--- src/sv/ktt_pkg.sv ---
// Package for the keyed tween table: constants, opcode and state types.
// Used by keyed_tween_table and ktt_div; depends on nothing.
package ktt_pkg;
  localparam int SlotCountDef = 32;
  localparam int FracBitsDef = 16;
  localparam int DataW = 32;
  localparam int FrameW = 31;

  typedef enum logic [1:0] {
    OP_UPDATE = 2'd0,
    OP_PRUNE  = 2'd1,
    OP_CLEAR  = 2'd2,
    OP_NONE   = 2'd3
  } op_t;

  typedef enum logic [1:0] {
    EASE_LINEAR = 2'd0,
    EASE_OUT    = 2'd1,
    EASE_SMOOTH = 2'd2,
    EASE_ALT    = 2'd3
  } ease_t;

  typedef enum logic [3:0] {
    ST_IDLE,
    ST_SCAN,
    ST_PICK,
    ST_RDHIT,
    ST_CALC,
    ST_DIV,
    ST_SHAPE1,
    ST_SHAPE2,
    ST_SHAPE3,
    ST_PROD,
    ST_MIX,
    ST_WRITE,
    ST_SWEEP,
    ST_OUT
  } state_t;

  // One slot entry as kept in memory.
  typedef struct packed {
    logic        used;
    logic [31:0] key;
    logic [31:0] frame;
    logic [31:0] value;
    logic [31:0] start;
    logic [31:0] goal;
    logic [31:0] elapsed;
  } slot_t;

  localparam int SlotW = $bits(slot_t);
endpackage

--- src/sv/ktt_div.sv ---
// Restoring divider: quotient of (num << FRAC_BITS) / den, one bit a cycle.
// Uses ktt_pkg for widths.
module ktt_div #(
  parameter int FRAC_BITS = ktt_pkg::FracBitsDef
) (
  input  logic        clk,
  input  logic        rst_n,
  input  logic        start,
  input  logic [30:0] num,
  input  logic [30:0] den,
  output logic        done,
  output logic [FRAC_BITS:0] quo
);
  localparam int NW = 31 + FRAC_BITS;
  localparam int CW = $clog2(NW + 1);

  logic [NW-1:0] dvd_r, dvd_nxt;
  logic [31:0]   rem_r, rem_nxt;
  logic [CW-1:0] cnt_r, cnt_nxt;
  logic          busy_r, busy_nxt;
  logic [31:0]   trial;

  // One shift-subtract step per cycle.
  always_comb begin
    dvd_nxt  = dvd_r;
    rem_nxt  = rem_r;
    cnt_nxt  = cnt_r;
    busy_nxt = busy_r;
    done     = 1'b0;
    trial    = {rem_r[30:0], dvd_r[NW-1]};
    if (start) begin
      dvd_nxt  = {num, {FRAC_BITS{1'b0}}};
      rem_nxt  = '0;
      cnt_nxt  = CW'(NW);
      busy_nxt = 1'b1;
    end else if (busy_r) begin
      if (trial >= {1'b0, den}) begin
        rem_nxt = trial - {1'b0, den};
        dvd_nxt = {dvd_r[NW-2:0], 1'b1};
      end else begin
        rem_nxt = trial;
        dvd_nxt = {dvd_r[NW-2:0], 1'b0};
      end
      cnt_nxt = cnt_r - 1'b1;
      if (cnt_r == CW'(1)) begin
        busy_nxt = 1'b0;
      end
    end
    if (!start && !busy_r && cnt_r == '0) begin
      done = 1'b1;
    end
  end

  always_ff @(posedge clk) begin
    if (!rst_n) begin
      busy_r <= 1'b0;
      cnt_r  <= '0;
    end else begin
      busy_r <= busy_nxt;
      cnt_r  <= cnt_nxt;
    end
    dvd_r <= dvd_nxt;
    rem_r <= rem_nxt;
  end

  // When num < den the quotient fits below ONE; the table uses quo only then.
  assign quo = dvd_r[FRAC_BITS:0];
endmodule
--- config.mk ---
export PLATFORM = sky130hd
export DESIGN_NAME = ktt_div
export DESIGN_NICKNAME = d
export VERILOG_FILES = /design/src/sv/ktt_pkg.sv /design/src/sv/ktt_div.sv
export SDC_FILE = /design/constraint.sdc
export NUM_CORES = 1
export LEC_CHECK = 0
export BUFFER_PORTS_ARGS = -buffer_cell sky130_fd_sc_hd__buf_2
export CORE_MARGIN = 3
export CORE_UTILIZATION = 58
export DETAILED_ROUTE_END_ITERATION = 8
export PLACE_DENSITY = 0.81
export SLEW_MARGIN = 10
export SYNTH_ARGS = -nofsm -noshare
export SYNTH_HDL_FRONTEND = slang
export SYNTH_SLANG_ARGS = --single-unit
--- constraint.sdc ---
create_clock -name clk -period 3.35 [get_ports clk]
set_input_delay 0.335 -clock clk [delete_from_list [all_inputs] [get_ports clk]]
set_output_delay 0.335 -clock clk [all_outputs]
set_load 0.05 [all_outputs]
# [Word-level counts from Yosys, hierarchy flattened]
# Index checks and enable logic that the tools add are counted.
[classes] addsub=2 order_cmp=1 n_eq_ne=1 n_mux=10 bitwise_logic=1 n_reduce_logical=7
[ops] operator="47-bit 2-to-1 mux" n=2
[ops] operator="32-bit by 31-bit >= comparator with 1-bit output" n=1
[ops] operator="31-bit 2-to-1 mux" n=1
[ops] operator="31-bit subtractor" n=1
[ops] operator="6-bit 2-to-1 mux" n=2
[ops] operator="6-bit by 1-bit == test with 1-bit output (second input constant)" n=1
[ops] operator="6-bit logical NOT" n=1
[ops] operator="6-bit by 1-bit subtractor with 6-bit output (second input constant)" n=1
[ops] operator="1-bit 2-to-1 mux" n=5
[ops] operator="1-bit logical AND" n=2
[ops] operator="1-bit logical NOT" n=2
[ops] operator="2-bit nonzero test" n=1
[ops] operator="2-bit OR reduction" n=1
[ops] operator="1-bit NOT" n=1
[word_totals] reg_bits=85 inputBits=65 output_inout_bits=18 elab_cells=28

# [Depth between registers and ports, before layout]
[depth] depth_word=4 mapped_depth=13 ltp_nobuf=11

# [Worst setup path before layout]
# Ideal clock, no wire load.
[synth_path] path_type="input to register" from="input port den[2]" to="register rem_r[27]" setup_time_ns=0.088 arrival_time_ns=2.569 t_required_ns=3.262 setup_slack_ns=0.693 stages=11 path_buffers=1 cell_sequence="inv_1 ha_1 nor2b_1 o31a_1 o311a_1 a21oi_1 a21oi_2 nor2_1 clkbuf_1 nand2_1 a311oi_2"
[synth_via] elab_chain_len=2 word_cells_on_any_way=3 cone_classes="add/sub: 1; order compare: 1; mux: 1"
[synth_lines] item="from (decl)" line="ktt_div.sv:10" text="input logic [30:0] den,"
[synth_lines] item="31-bit subtractor or 32-bit by 31-bit >= comparator with 1-bit output (tied branches)" line="ktt_div.sv:38, ktt_div.sv:37"
[synth_lines] item="31-bit 2-to-1 mux *" line="ktt_div.sv:37" text="if (trial >= {1'b0, den}) begin"
[synth_lines] item="to (signal assigned)" line="ktt_div.sv:63" text="rem_r <= rem_nxt;"
[synth_lines] item="to (decl)" line="ktt_div.sv:18" text="logic [31:0] rem_r, rem_nxt;"
# Every way passes the cells marked *; elsewhere a longest branch is shown, timed or not.
# A chain may end at the register's enable or synchronous reset.

# [Final worst setup path]
[layout_path] from="register dvd_r[46]" to="register rem_r[22]"
[layout_via] elab_chain_len=2 word_cells_on_any_way=3 cone_classes="add/sub: 1; order compare: 1; mux: 1"
[layout_lines] item="from (decl)" line="ktt_div.sv:17" text="logic [NW-1:0] dvd_r, dvd_nxt;"
[layout_lines] item="from (signal assigned)" line="ktt_div.sv:62" text="dvd_r <= dvd_nxt;"
[layout_lines] item="31-bit subtractor or 32-bit by 31-bit >= comparator with 1-bit output (tied branches)" line="ktt_div.sv:38, ktt_div.sv:37"
[layout_lines] item="31-bit 2-to-1 mux *" line="ktt_div.sv:37"
# Marked as above.

==> metrics.cfg <==
[logic_synthesis]
synthesis.nets=722
async_flop_share_pct=0
yosysSeqAreaShare_pct=36.7
yosysMostFrequentCell=nand2_1
netlist_area_mm2=0.00548
synth.ff_latch_count=85
synthTopCellsByArea=dfxtp_1 20%, edfxtp_1 17%, ha_1 7.8%
synth_edf_count=31
avgSynthCellArea_um2=8.80
ys_top_cells_by_count=64 x nand2_1, 56 x nor2_1, 54 x dfxtp_1, 45 x inv_1, 34 x ha_1
synth_cell_types=60
yosys_warnings=0
synth_top_flop_cell=dfxtp_1
syn_inst=622
yosys.area.top_type=dfxtp_1
synth_top_area_share_pct=19.7

[setup_path]
path_buf_inv=2
startpoint=dvd_r[46]
cp_max_fo=9
crit_arrival_ns=3.28
startpoint_type=register
required_ns=3.60
critPathKind=register to register
path_delay_family=compound AO/OA/AOI/OAI gates
regToRegSetupSlack_ns=0.32
r2r_start=dvd_r[46]
cpPeakStageDelay_ns=0.48
path_depth=12
r2r_cells=12
path_cells=inv_1 -> ha_1 -> fa_1 -> nor2b_1 -> o31a_1 -> o311a_1 -> a21oi_1 -> a21oi_2 -> nor2_1 -> buf_4 -> nand2_1 -> a311oi_1
crit_path_end_kind=register
slowest_stage=nor2_1

[pwr]
pwr_density_cell_mw_per_mm2=427
pwr-share-clk_pct=27.9
intPower_mw=1.75
seq_power_share_pct=46.2
switching_power_mw=0.824
power_leakage_nw=2.69
p_comb_share_pct=25.9
peakVddDrop_uv=246
power_mw=2.58
p_sw_share_pct=32.0

[finish]
register_area_mm2=0.00201
nets=778
n_antenna_cell=0
drive_gt1_share_pct=17.6
area_growth_pct=10.2
multi_input_area_mm2=0.00302
num-fill-cells=728
final_util_pct=67.6

[clocking]
clkSinkCount=85
post_cts_buffers=0
clk_pin_slew_ns=0.10
cts-root-buf=clkbuf_8
insertion_delay_ns=0.36
cts_tree=yes
cts_hold_buf=0
cts_buffers=9
clockBufferDepth=2
cts-htree-levels=3
post_cts_resized=0

[floorplanning]
initial_core_util_pct=61.3
die_h_um=103
num_rows=34
io-pin-count=83
core_area_mm2=0.00893
die_w_um=103
fp.dieArea_mm2=0.0106

[timing]
period_needed_ns=3.03
setup_viol=0
max_slew_margin_pct=45.5
setup_slack_ns=0.322
fmax_ghz=0.330
tightest_slew_ns=0.818
hold_violations=0
rsz0062_at_grt=false
slew_violations=0
skew_ns=0.0141
final.setup.tns_ns=0
finalCritPeriodShare_pct=90.4

[hold_path]
hp-start=num[7]
hold_path_depth=2
hp-class=primary input to register

[route]
avgRoutedWirePerCell_um=15.9
vias=4728
drc=0
drt-vias-per-instance=5.98
routed_wirelength_um=12500
drt_first_pass_iters=5
drtIter0Drc=277
antenna_left=0

[outcome]
outcome=complete, no violations

[global_routing]
grt_max_degree=75
globalRouteTotalUtil_pct=23.8
grt_first_pass_wirelength_um=20400
first_global_vias=4336
grt_overflow_total=0
antenna_found_initial=0

[placement]
dp_hpwl_um=9180
io_buffers=82
dp_slack_ns=0.272
gp_congestion=0.908

[job]
drv_cap=0

## metal layers
layer,global-route usage [%],up-vias,wire length (um)
met2,36.7,170,5730
li1,-,2348,-
met3,3.79,17,680
met5,0,-,0
met4,6.67,0,136
met1,34.7,2193,6000
## registers in the layout, indices dropped and copies added (netlist names)
name,count
busy_r,1
cnt_r,6
dvd_r,47
rem_r,31
## power by group through the flow
stage / Sequential [mW] / Combinational [mW] / Clock, mW
detailed placement: 1.21 / 0.653 / 0
floorplan: 1.20 / 0.503 / 0
finish: 1.19 / 0.667 / 0.719
global route: 1.20 / 0.743 / 0.773
global placement: 1.21 / 0.640 / 0
CTS: 1.19 / 0.660 / 0.734
## path summary, 6_finish.rpt
| path | to |
|---|---|
| max | rem_r[22] |
| min | dvd_r[23] |
| max reg2reg | rem_r[22] |
| min reg2reg | dvd_r[0] |
## final cells by class
class                           instances  area share, %
Clock buffer                           11           2.53
Clock inverter                          5          0.726
Inverter                               45           2.80
Multi-Input combinational cell        443           50.1
Sequential cell                        85           33.4
Tap cell                              108           2.24
Timing Repair Buffer                   94           8.29
## logic make-up after synthesis
family	count (synthesis)	synth area share, %
muxes	24	4.43
adders and majority gates	35	8.14
and+or+nand+nor	183	15.1
AOI/OAI and AO/OA	173	23.0
DFF	85	36.7
buffers and inverters	94	8.11
xor gates and xnor gates	28	4.48
## through the flow
step | hold slack [ns] | cells | area, um2
after floorplan | 0.435 | 622 | 5480
after global placement | 0.471 | 775 | 5840
after detailed placement | 0.479 | 775 | 5840
after CTS | 0.254 | 791 | 6040
after global routing | 0.258 | 791 | 6040
final | 0.272 | 791 | 6040
## placed cells by master (no fill, tap or decap), types with 3 or more instances in the layout
cell type,synthesis,routed
a211oi_1,8,8
a21boi_0,5,5
a21o_1,11,11
a21oi_1,24,24
a221oi_1,3,3
a22o_1,30,30
a311oi_1,14,14
a311oi_2,3,3
a31oi_1,7,7
a41oi_1,3,3
and2_1,7,7
and3_1,5,5
buf_2,1,82
buf_4,17,12
clkbuf_8,0,9
dfxtp_1,54,53
edfxtp_1,31,31
ha_1,34,34
inv_1,45,45
mux2i_1,22,22
nand2_1,64,64
nand2b_1,3,3
nand3_1,11,11
nand4_1,5,5
nor2_1,56,56
nor2b_1,9,8
nor3_1,9,9
nor4_1,3,3
o211ai_1,5,5
o21a_1,8,8
o21ai_0,32,32
o21bai_1,3,3
xnor2_1,18,18
xor2_1,10,10
No activity file was read; power rests on OpenSTA's default activity.
