`config.mk`:
```
export PLATFORM = sky130hd
export DESIGN_NAME = ktt_ram
export DESIGN_NICKNAME = d
export VERILOG_FILES = /design/src/sv/ktt_ram.sv
export SDC_FILE = /design/constraint.sdc
export NUM_CORES = 1
export LEC_CHECK = 0
export BUFFER_PORTS_ARGS = -buffer_cell sky130_fd_sc_hd__buf_2
export CAP_MARGIN = 25
export CORE_MARGIN = 5
export CORE_UTILIZATION = 40
export CTS_BUF_LIST = sky130_fd_sc_hd__clkbuf_8
export DETAILED_ROUTE_END_ITERATION = 7
export PLACE_DENSITY = 0.61
export SLEW_MARGIN = 20
export SYNTH_ARGS = -nofsm -noshare
export SYNTH_HDL_FRONTEND = slang
export SYNTH_SLANG_ARGS = --single-unit
```
`constraint.sdc`:
```
create_clock -name clk -period 2.3 [get_ports clk]
set_clock_uncertainty 0.2 [all_clocks]
set_input_delay 0.115 -clock clk [delete_from_list [all_inputs] [get_ports clk]]
set_output_delay 0.115 -clock clk [all_outputs]
set_load 0.01 [all_outputs]
```
`src/sv/ktt_ram.sv`:
```
// Generic single-port-write, single-read RAM with a registered read.
// Stands alone; no package needed.
module ktt_ram #(
  parameter int WIDTH = 8,
  parameter int DEPTH = 16
) (
  input  logic                     clk,
  input  logic                     wr_en,
  input  logic [$clog2(DEPTH)-1:0] wr_addr,
  input  logic [WIDTH-1:0]         wr_data,
  input  logic [$clog2(DEPTH)-1:0] rd_addr,
  output logic [WIDTH-1:0]         rd_data
);
  logic [WIDTH-1:0] mem [DEPTH];

  // Write port and registered read port.
  always_ff @(posedge clk) begin
    if (wr_en) begin
      mem[wr_addr] <= wr_data;
    end
    rd_data <= mem[rd_addr];
  end
endmodule

```
# == Word level (Yosys, flattened, before mapping) ==
# Memory sizes are Yosys's and may differ from the RTL's. A register that Yosys moved wholly into a read port is not among the register bits.
# Index checks and enable logic that the tools add are counted.
# classes
n_addsub,0
multipliers,0
n_div,0
n_lt_le_gt_ge,0
n_eq_ne,0
n_shift,0
muxes,2
bitwise,0
reduce_logical,0
# ops
operator,count
1-bit two-way mux,2
# word_totals
regBits,0
latchBits,0
ram_bits,128
mem_bits_ro,0
input_bits,18
output_inout_bits,8
elab_cells,3
memories,1
# mem_list
memory,words,width,read_ports,rd_ports_with_merged_regs,write_ports,line,rtl
mem,16,8,1,1,1,14,logic [WIDTH-1:0] mem [DEPTH];

# == Depth between registers and ports, before layout ==
# Gate-level depths: netlist of run 1.
# depth
depth_word,2
mapped_depth,5
mapped_depth_nobuf,3

# == Worst setup path after synthesis of run 1 ==
# OpenSTA, ideal clock, no wires.
# synth_path
path_type,input-to-reg
from,in wr_addr[2]
to,mem mem[0][0] (enable)
setup_ps,383
arrival_time_ps,1225
required_time_ps,1717
path_slack_ps,492
stages,2
path_buffers,0
path_cell_list,or3b_2 -> nor3_1
# synth_lines
element,line,rtl
start: declaration,9,"input logic [$clog2(DEPTH)-1:0] wr_addr,"
end: declaration,14,
# Straight into the memory's write port.

==> results of run 1 <==
## area by class of cell
cell class | instances | area (um^2)
fill | 1052 | 6600
multi-input combinational | 83 | 1060
clock buffer | 18 | 248
sequential | 136 | 4000
tap | 172 | 215
timing repair buffer | 51 | 365
clock inverter | 13 | 131
## layout by cell type (no fill, tap or decap)
cell / instances
a22oi_1: 16
and2_1: 1
and2b_1: 1
buf_12: 2
buf_2: 25
buf_4: 16
bufinv_16: 2
clkbuf_8: 18
clkinv_2: 5
clkinv_4: 3
clkinvlp_4: 1
dfxtp_1: 8
dlygate4sd3_1: 8
edfxtp_1: 128
inv_1: 1
inv_6: 1
mux4_1: 14
mux4_2: 18
nand2_1: 9
nand2b_1: 2
nand3_1: 1
nand3b_1: 2
nor2_1: 13
nor2b_1: 1
nor3_1: 4
or3b_2: 1
## cells in the mapped netlist
master	number	area share (%)
nor2b_1	1	0.12
mux4_1	14	7.1
mux4_2	18	7.9
nand3b_1	2	0.29
and2b_1	1	0.15
a22oi_1	16	2.3
nor2_1	13	0.95
or3b_2	1	0.17
buf_4	1	0.15
edfxtp_1	128	75
dfxtp_1	8	3.1
nand2_1	9	0.66
nand3_1	1	0.097
clkdlybuf4s25_2	3	0.58
nor3_1	4	0.39
buf_6	3	0.66
buf_2	3	0.29
nand2b_1	2	0.24
and2_1	1	0.12
## tightest hold or removal path: stages
cell    delay, ps
buf_2         140
nor3_1         60
buf_4         170
## per-layer routing
metal  routed length [um]  global-route usage [%]
met5                    0                       0
met1                 3860                    17.0
met3                  364                    3.48
met2                 4790                    21.8
met4                   98                    5.61
## state kept, by name (all words and copies together) (netlist names)
name	flops
rd_data	8
mem	128
## worst max path at each step
| stage | startpoint | end | slack [ps] | depth (start not counted) |
|---|---|---|---|---|
| finish | mem[5][2] | rd_data[2] | 730 | 3 |
| global route | mem[1][2] | rd_data[2] | 670 | 3 |
| CTS | mem[5][2] | rd_data[2] | 730 | 3 |
| detailed placement | rd_addr[0] | rd_data[3] | 530 | 5 |
| global placement | rd_addr[0] | rd_data[2] | 530 | 5 |
| floorplan | wr_addr[2] | mem[0][0] | 490 | 2 |
## kinds of logic (layout without fill, tap and decap cells)
logic type | count (synthesis) | in the layout | synth area share (%)
mux | 32 | 32 | 15.0
simple gates | 35 | 35 | 3.18
buf+inv | 10 | 82 | 1.68
flops | 136 | 136 | 77.8
compound gates | 16 | 16 | 2.33
## what timing repair did
| item | in CTS | in global routing |
|---|---|---|
| buffers inserted | 0 | 0 |
| hold buffers | 8 | 0 |
| endpoints found under the hold margin | 128 | 0 |
| setup endpoints to repair | 0 | 0 |
## stage by stage
step	cell area [um^2]	hold slack, ps
2_1_floorplan	5150	13.9
6_report	6020	52.1
3_3_place_gp	5560	292
3_5_place_dp	5560	312
4_1_cts	6020	19.1
5_1_grt	6020	30.7
## power by group through the flow
stage | clock, mW | combinational [mW] | sequential (mW)
2_1_floorplan | 0 | 0.141 | 2.84
3_3_place_gp | 0 | 0.252 | 2.84
3_5_place_dp | 0 | 0.258 | 2.84
4_1_cts | 1.88 | 0.269 | 2.78
5_1_grt | 2.01 | 0.289 | 2.79
6_report | 1.84 | 0.262 | 2.78
==> results.json, run 1 <==
{
  "port_buffers": 25,
  "finalPower_mw": 4.88,
  "grtUsageTotal_pct": 13.4,
  "status": "completed",
  "cts.sinks": 136,
  "syn-num-nets": 247,
  "tns_ps": 0,
  "grt_pass1_wl_mm": 14.4,
  "setup_slack_ps": 729,
  "first_pass_iters": 4,
  "pwr-share-clk_pct": 37.7,
  "syn_area_per_cell_um2": 22.5,
  "tightest_slew_ps": 759,
  "hpwl_mm": 5.96,
  "timing.rr.end": "rd_data[2]",
  "synth_seq_cells": 136,
  "p_sw_mw": 1.02,
  "cts-resized-gates": 0,
  "gp_congestion": 0.699,
  "drt-initial-drc-count": 181,
  "worst_setup_path_end_kind": "flip-flop",
  "vias": 2385,
  "slowest_delay_ps": 540,
  "critPathBufInv": 0,
  "vias_per_cell": 5.04,
  "reg2reg_slack_ps": 730,
  "core_mm2": 0.0126,
  "worstReg2RegStart": "mem[5][2]",
  "cap_viol_max_count": 0,
  "die_w_um": 123,
  "critPathRequiredTime_ps": 2410,
  "finalSetupViolations": 0,
  "switching_share_pct": 20.9,
  "ant_nets": 0,
  "syn_area_mm2": 0.00515,
  "p_int_mw": 3.87,
  "cts_root_buf": "clkbuf_8",
  "dp_cells": 434,
  "seqPwrFrac_pct": 57.0,
  "diodes": 0,
  "drc_errors": 0,
  "fin_cells": 473,
  "drive_gt1_share_pct": 30.6,
  "path_clk_slew_ps": 70,
  "post-route-period-util_pct": 68.3,
  "max_freq_mhz": 636,
  "wl_per_cell_um": 19.3,
  "initial_utilization_pct": 40.8,
  "reg2regPathDepth": 3,
  "clock_path_buffers": 2,
  "routed_wl_mm": 9.11,
  "path_cells": "mux4_1 -> a22oi_1 -> nand2_1",
  "cts_buffers": 17,
  "cp_top_family": "multiplexers",
  "yosysUniqueCellTypes": 19,
  "slowest_stage": "mux4_1",
  "ir_worst_vdd_v": 0.000342,
  "antenna_found_initial": 0,
  "critPathKind": "flip-flop to flip-flop",
  "slew_violations": 0,
  "hp-start": "wr_addr[0]",
  "p_comb_share_pct": 5.4,
  "grt_pass1_vias": 2485,
  "arrival_ps": 1680,
  "overflow": 0,
  "finalHoldViolCount": 0,
  "p_leak_nw": 2.03,
  "crit_fanout": 1,
  "utilization_pct": 47.7,
  "min_period_ps": 1570,
  "slew-limit-headroom_pct": 49.3,
  "yosysSeqAreaShare_pct": 77.8,
  "worst_setup_path_start_kind": "flip-flop",
  "rsz0062_at_grt": "false",
  "fp.dieH_um": 123,
  "area_delta_synth_final_pct": 17.0,
  "clk-insertion-delay-late_ps": 420,
  "nNetsFinal": 307,
  "syn_inst": 229,
  "die-area_mm2": 0.0152,
  "power.density_mw_per_mm2": 811,
  "h-tree-depth": 4,
  "yosys_warnings": 0,
  "place_ws_ps": 526,
  "grt_start_max_net_pins": 33,
  "cts_tree": "built",
  "min_to": "mem[0][6]",
  "rows": 41,
  "hold_path_class": "primary input to flip-flop",
  "io_pins": 26,
  "worst_hold_path.num_cells": 3
}
Power figures use the tool's default switching activity.
==> run 2, diff against run 1 <==
Settings changed: PLACE_DENSITY 0.61 to 0.63.
Clock period 2.3 ns to 1.3 ns, I/O delays scaled along.
==> run 2 against run 1 <==
Against the previous run:
- the run now ends with setup timing left
- cell count up 2.5%
- non-clock buffer count increased by 11
- worst hold slack got worse by 10 ps
- cell area increased by 4.4%
==> results.json, run 2 (synthesis results as in run 1) <==
{
  "status": "complete, but fails checks",
  "failed_checks": "setup timing",
  "hp-start": "wr_addr[0]",
  "cts_tree": "built",
  "hold_path_class": "primary input to flip-flop",
  "grt_pass1_vias": 2627,
  "worstReg2RegStart": "mem[3][7]",
  "critPathRequiredTime_ps": 1410,
  "grt_pass1_wl_mm": 14.5,
  "largest_register_ffs": 128,
  "max_freq_mhz": 683,
  "finalHoldViolCount": 0,
  "final_cell_area_mm2": 0.00629,
  "grtUsageTotal_pct": 13.4,
  "ant_nets": 0,
  "ir_worst_vdd_v": 0.000747,
  "setup.worst_path.start": "mem[3][7]",
  "initial_utilization_pct": 40.8,
  "final_cell_mix": "128 x edfxtp_1, 32 x mux4_2, 25 x buf_2, 19 x buf_4, 18 x clkbuf_8",
  "cts_root_buf": "clkbuf_8",
  "io_pins": 26,
  "grt_start_max_net_pins": 21,
  "postCtsSetupRepairBufs": 0,
  "worst_setup_path_start_kind": "flip-flop",
  "gp_congestion": 0.746,
  "fp.dieH_um": 123,
  "dp_cells": 443,
  "top_register": "mem",
  "wl_per_cell_um": 19.0,
  "hpwl_mm": 6.32,
  "first_pass_iters": 4,
  "cts_buffers": 17,
  "place_ws_ps": -358,
  "h-tree-depth": 4,
  "crit_fanout": 1,
  "vias_per_cell": 4.99,
  "nNetsFinal": 318,
  "slew-limit-headroom_pct": 39.2,
  "tightest_slew_ps": 909,
  "post-route-period-util_pct": 113,
  "rsz0062_at_grt": "true",
  "cap_viol_max_count": 0,
  "arrival_ps": 1580,
  "slew_violations": 0,
  "finalSetupViolations": 8,
  "area_delta_synth_final_pct": 22.1,
  "power.density_mw_per_mm2": 1480,
  "min_period_ps": 1470,
  "drt-initial-drc-count": 178,
  "antenna_found_initial": 0,
  "vias": 2421,
  "p_leak_nw": 2.08,
  "overflow": 0,
  "rows": 41,
  "cts.sinks": 136,
  "dpl_cell_area_mm2": 0.00568,
  "drive_gt1_share_pct": 42.8,
  "diodes": 0,
  "clk-insertion-delay-late_ps": 420,
  "routed_wl_mm": 9.21,
  "port_buffers": 25,
  "critPathKind": "flip-flop to flip-flop",
  "final_common_cell": "edfxtp_1",
  "core_mm2": 0.0126,
  "top_regs": "mem (128), rd_data (8)",
  "setup_slack_ps": -165,
  "fin_cells": 485,
  "path_clk_slew_ps": 70,
  "die-area_mm2": 0.0152,
  "die_w_um": 123,
  "timing.hold.ws_ps": 42.1,
  "drc_errors": 0,
  "clock_path_buffers": 2,
  "worst_setup_path_end_kind": "flip-flop"
}
run 2: cell types whose count changed in the layout (fill, tap and decap cells not counted), sizes merged:
cell,previous run,this run
buf,43,52
bufinv,2,5
dlygate4sd3,8,10
inv,2,0
run 2: through the flow:
| step | total power, mW | TNS (ps) | util (%) |
|---|---|---|---|
| final | 9.30 | -1010 | 49.8 |
| after floorplan | 5.30 | -805 | - |
| after CTS | 9.39 | -1180 | 49.6 |
| after global placement | 5.52 | -11550 | 45.0 |
| after global routing | 9.66 | -1430 | 49.8 |
| after detailed placement | 5.53 | -13160 | 45.0 |
run 2: final cells by class:
cell class                 count  area (um^2)
clock buffer                  18          248
sequential                   136         4000
timing repair buffer          62          519
tap                          172          215
multi-input combinational     83         1100
clock inverter                14          204
fill                        1036         6330
run 2: where the power goes:
part	switching (mW)	leakage, nW	total [mW]	internal, mW
clock	1.52	0.230	3.83	2.32
sequential	0.0311	1.22	4.93	4.90
combinational	0.282	0.631	0.541	0.259
total	1.83	2.08	9.30	7.47
run 2: metal layers:
layer  global-route usage, %  vias to the layer above  part of all wire, %
met5                       0                        -                    0
met4                    4.78                        0                 0.88
met3                    4.12                        7                  5.9
met2                    21.0                       57                   50
met1                    17.8                     1255                   43
li1                        -                     1102                    -
run 2: path summary, 6_finish.rpt:
check	endpoint	slack (ps)	cells past startpoint
setup / recovery	rd_data[7]	-170	3
hold reg to reg	rd_data[7]	470	3
hold / removal	mem[0][1]	40	4
setup reg to reg	rd_data[7]	-170	3
run 2: worst max-delay path: stages (launching register included):
cell,delay [ps]
edfxtp_1,370
mux4_2,480
a22oi_2,220
nand2_1,80
run 2: what timing repair did:
item                       CTS  global route
pin swaps                    3             3
gates resized for setup      8             6
setup endpoints to repair    8            16
hold buffers                10             0
hold endpoints to repair   160             0
==> run 3, diff against run 2 <==
Settings changed: CELL_PAD_IN_SITES_DETAIL_PLACEMENT set to 1, CELL_PAD_IN_SITES_GLOBAL_PLACEMENT set to 1, PLACE_DENSITY 0.63 to 0.69.
==> run 3 against run 2 <==
Against the previous run:
- the run still ends with setup timing left
- fmax down 4.4%
- clock power down 2%
- worst hold slack worse by 18 ps
- sequential cell count unchanged
- cell count up 0.21%
- global-route usage up 2.2 points
- sequential power about the same
- via count up 1.9%
- register-to-register slack worse by 70 ps
- critical path type unchanged
==> results.json, run 3 (synthesis results as in run 1) <==
{
  "final_cell_mix": "128 x edfxtp_1, 31 x mux4_2, 25 x buf_2, 21 x clkbuf_8, 21 x buf_4",
  "nNetsFinal": 319,
  "drc_errors": 0,
  "timing.hold.ws_ps": 24.3,
  "fin_cells": 486,
  "tns_ps": -1250,
  "vias_per_cell": 5.07,
  "routed_wl_mm": 10.7,
  "diodes": 0,
  "grtUsageTotal_pct": 15.6,
  "slew_violations": 0,
  "clk-insertion-delay-late_ps": 430,
  "top_regs": "mem (128), rd_data (8)",
  "reg2reg_slack_ps": -230,
  "cp_top_family": "multiplexers",
  "status": "complete, but fails checks",
  "die-area_mm2": 0.0152,
  "overflow": 0,
  "finalHoldViolCount": 0,
  "post-route-period-util_pct": 118,
  "hpwl_mm": 7.08,
  "drive_gt1_share_pct": 42.4,
  "h-tree-depth": 4,
  "critPathRequiredTime_ps": 1400,
  "postCtsSetupRepairBufs": 0,
  "antenna_found_initial": 0,
  "largest_register_ffs": 128,
  "first_pass_iters": 4,
  "grt_pass1_wl_mm": 16.6,
  "io_pins": 26,
  "finalSetupViolations": 8,
  "wl_per_cell_um": 22.0,
  "port_buffers": 25,
  "grt_start_max_net_pins": 17,
  "worst_setup_path_end_kind": "flip-flop",
  "final_common_cell": "edfxtp_1",
  "p_leak_nw": 2.10,
  "area_delta_synth_final_pct": 22.3,
  "grt_pass1_vias": 2757,
  "cap_viol_max_count": 0,
  "fp.dieH_um": 123,
  "path_clk_slew_ps": 80,
  "slowest_stage": "mux4_2",
  "seqPwrFrac_pct": 53.2,
  "cts_tree": "built",
  "utilization_pct": 49.9,
  "path_cells": "mux4_2 -> a22oi_2 -> nand2_2",
  "dp_cells": 446,
  "worst_setup_path_start_kind": "flip-flop",
  "initial_utilization_pct": 40.8,
  "gp_congestion": 0.725,
  "min_period_ps": 1530,
  "clock_path_buffers": 2,
  "vias": 2466,
  "slowest_delay_ps": 500,
  "cts_buffers": 17,
  "max_freq_mhz": 652,
  "pwr-share-clk_pct": 40.6,
  "tightest_slew_ps": 1030,
  "failed_checks": "setup timing",
  "switching_share_pct": 19.8,
  "rsz0062_at_grt": "true",
  "critPathBufInv": 0,
  "top_register": "mem",
  "rows": 41,
  "cts_root_buf": "clkbuf_8",
  "arrival_ps": 1630,
  "cts.sinks": 136,
  "p_comb_share_pct": 6.1,
  "p_int_mw": 7.43,
  "drt-initial-drc-count": 177,
  "power.density_mw_per_mm2": 1470,
  "setup_slack_ps": -233,
  "core_mm2": 0.0126,
  "critPathKind": "flip-flop to flip-flop",
  "ant_nets": 0,
  "ir_worst_vdd_v": 0.000666,
  "p_sw_mw": 1.83,
  "finalPower_mw": 9.26,
  "slew-limit-headroom_pct": 31.1,
  "hold_path_class": "primary input to flip-flop",
  "crit_fanout": 1,
  "die_w_um": 123
}
-- run 3: cell types whose count changed in the layout (fill, tap and decap cells not counted), sizes merged --
cell	delta
buf	+3
clkinv	-2
clkbuf	+3
dlygate4sd3	-2
bufinv	-1
inv	+1
clkinvlp	-1
-- run 3: final timing paths --
kind | depth (start not counted) | to | from
worst min-delay path | 3 | mem[8][3] | wr_addr[0]
worst min register to register | 3 | rd_data[6] | mem[14][6]
worst max-delay path | 3 | rd_data[4] | mem[11][4]
worst max register to register | 3 | rd_data[4] | mem[11][4]
-- run 3: layer usage --
metal / part of all wire [%] / global-route usage [%] / wire (um)
met1: 42 / 20.4 / 4520
met3: 4.1 / 4.48 / 438
met4: 0.91 / 4.98 / 97
met5: 0 / 0 / 0
met2: 53 / 25.4 / 5630
-- run 3: worst reg2reg max path: stages, from the launching register on --
cell,delay [ps]
edfxtp_1,380
mux4_2,500
a22oi_2,220
nand2_2,110
-- run 3: what timing repair did --
item,CTS,global route
endpoints found under the setup margin,8,8
gates cloned,0,0
pin swaps,0,0
hold buffers,8,0
endpoints found under the hold margin,128,0
gates resized for setup,7,4
-- run 3: layout make-up --
cell class | count | area, um^2
well taps | 172 | 215
repair buffers | 63 | 543
multi-input cells | 83 | 1090
clock buffers | 21 | 289
fillers | 1195 | 6320
clock inverters | 11 | 151
flip-flops and latches | 136 | 4000
-- run 3: power groups by stage --
stage / sequential, mW / combinational [mW] / clock (mW)
global placement: 5.02 / 0.520 / 0
floorplan: 5.03 / 0.275 / 0
detailed placement: 5.03 / 0.537 / 0
global route: 4.94 / 0.618 / 4.06
finish: 4.93 / 0.568 / 3.76
CTS: 4.93 / 0.571 / 3.84
-- run 3: stage by stage --
step                setup WS [ps]  area, um^2
finish                       -233        6290
global route                 -274        6290
CTS                          -228        6280
detailed placement           -382        5730
global placement             -391        5730
floorplan                   -68.0        5170
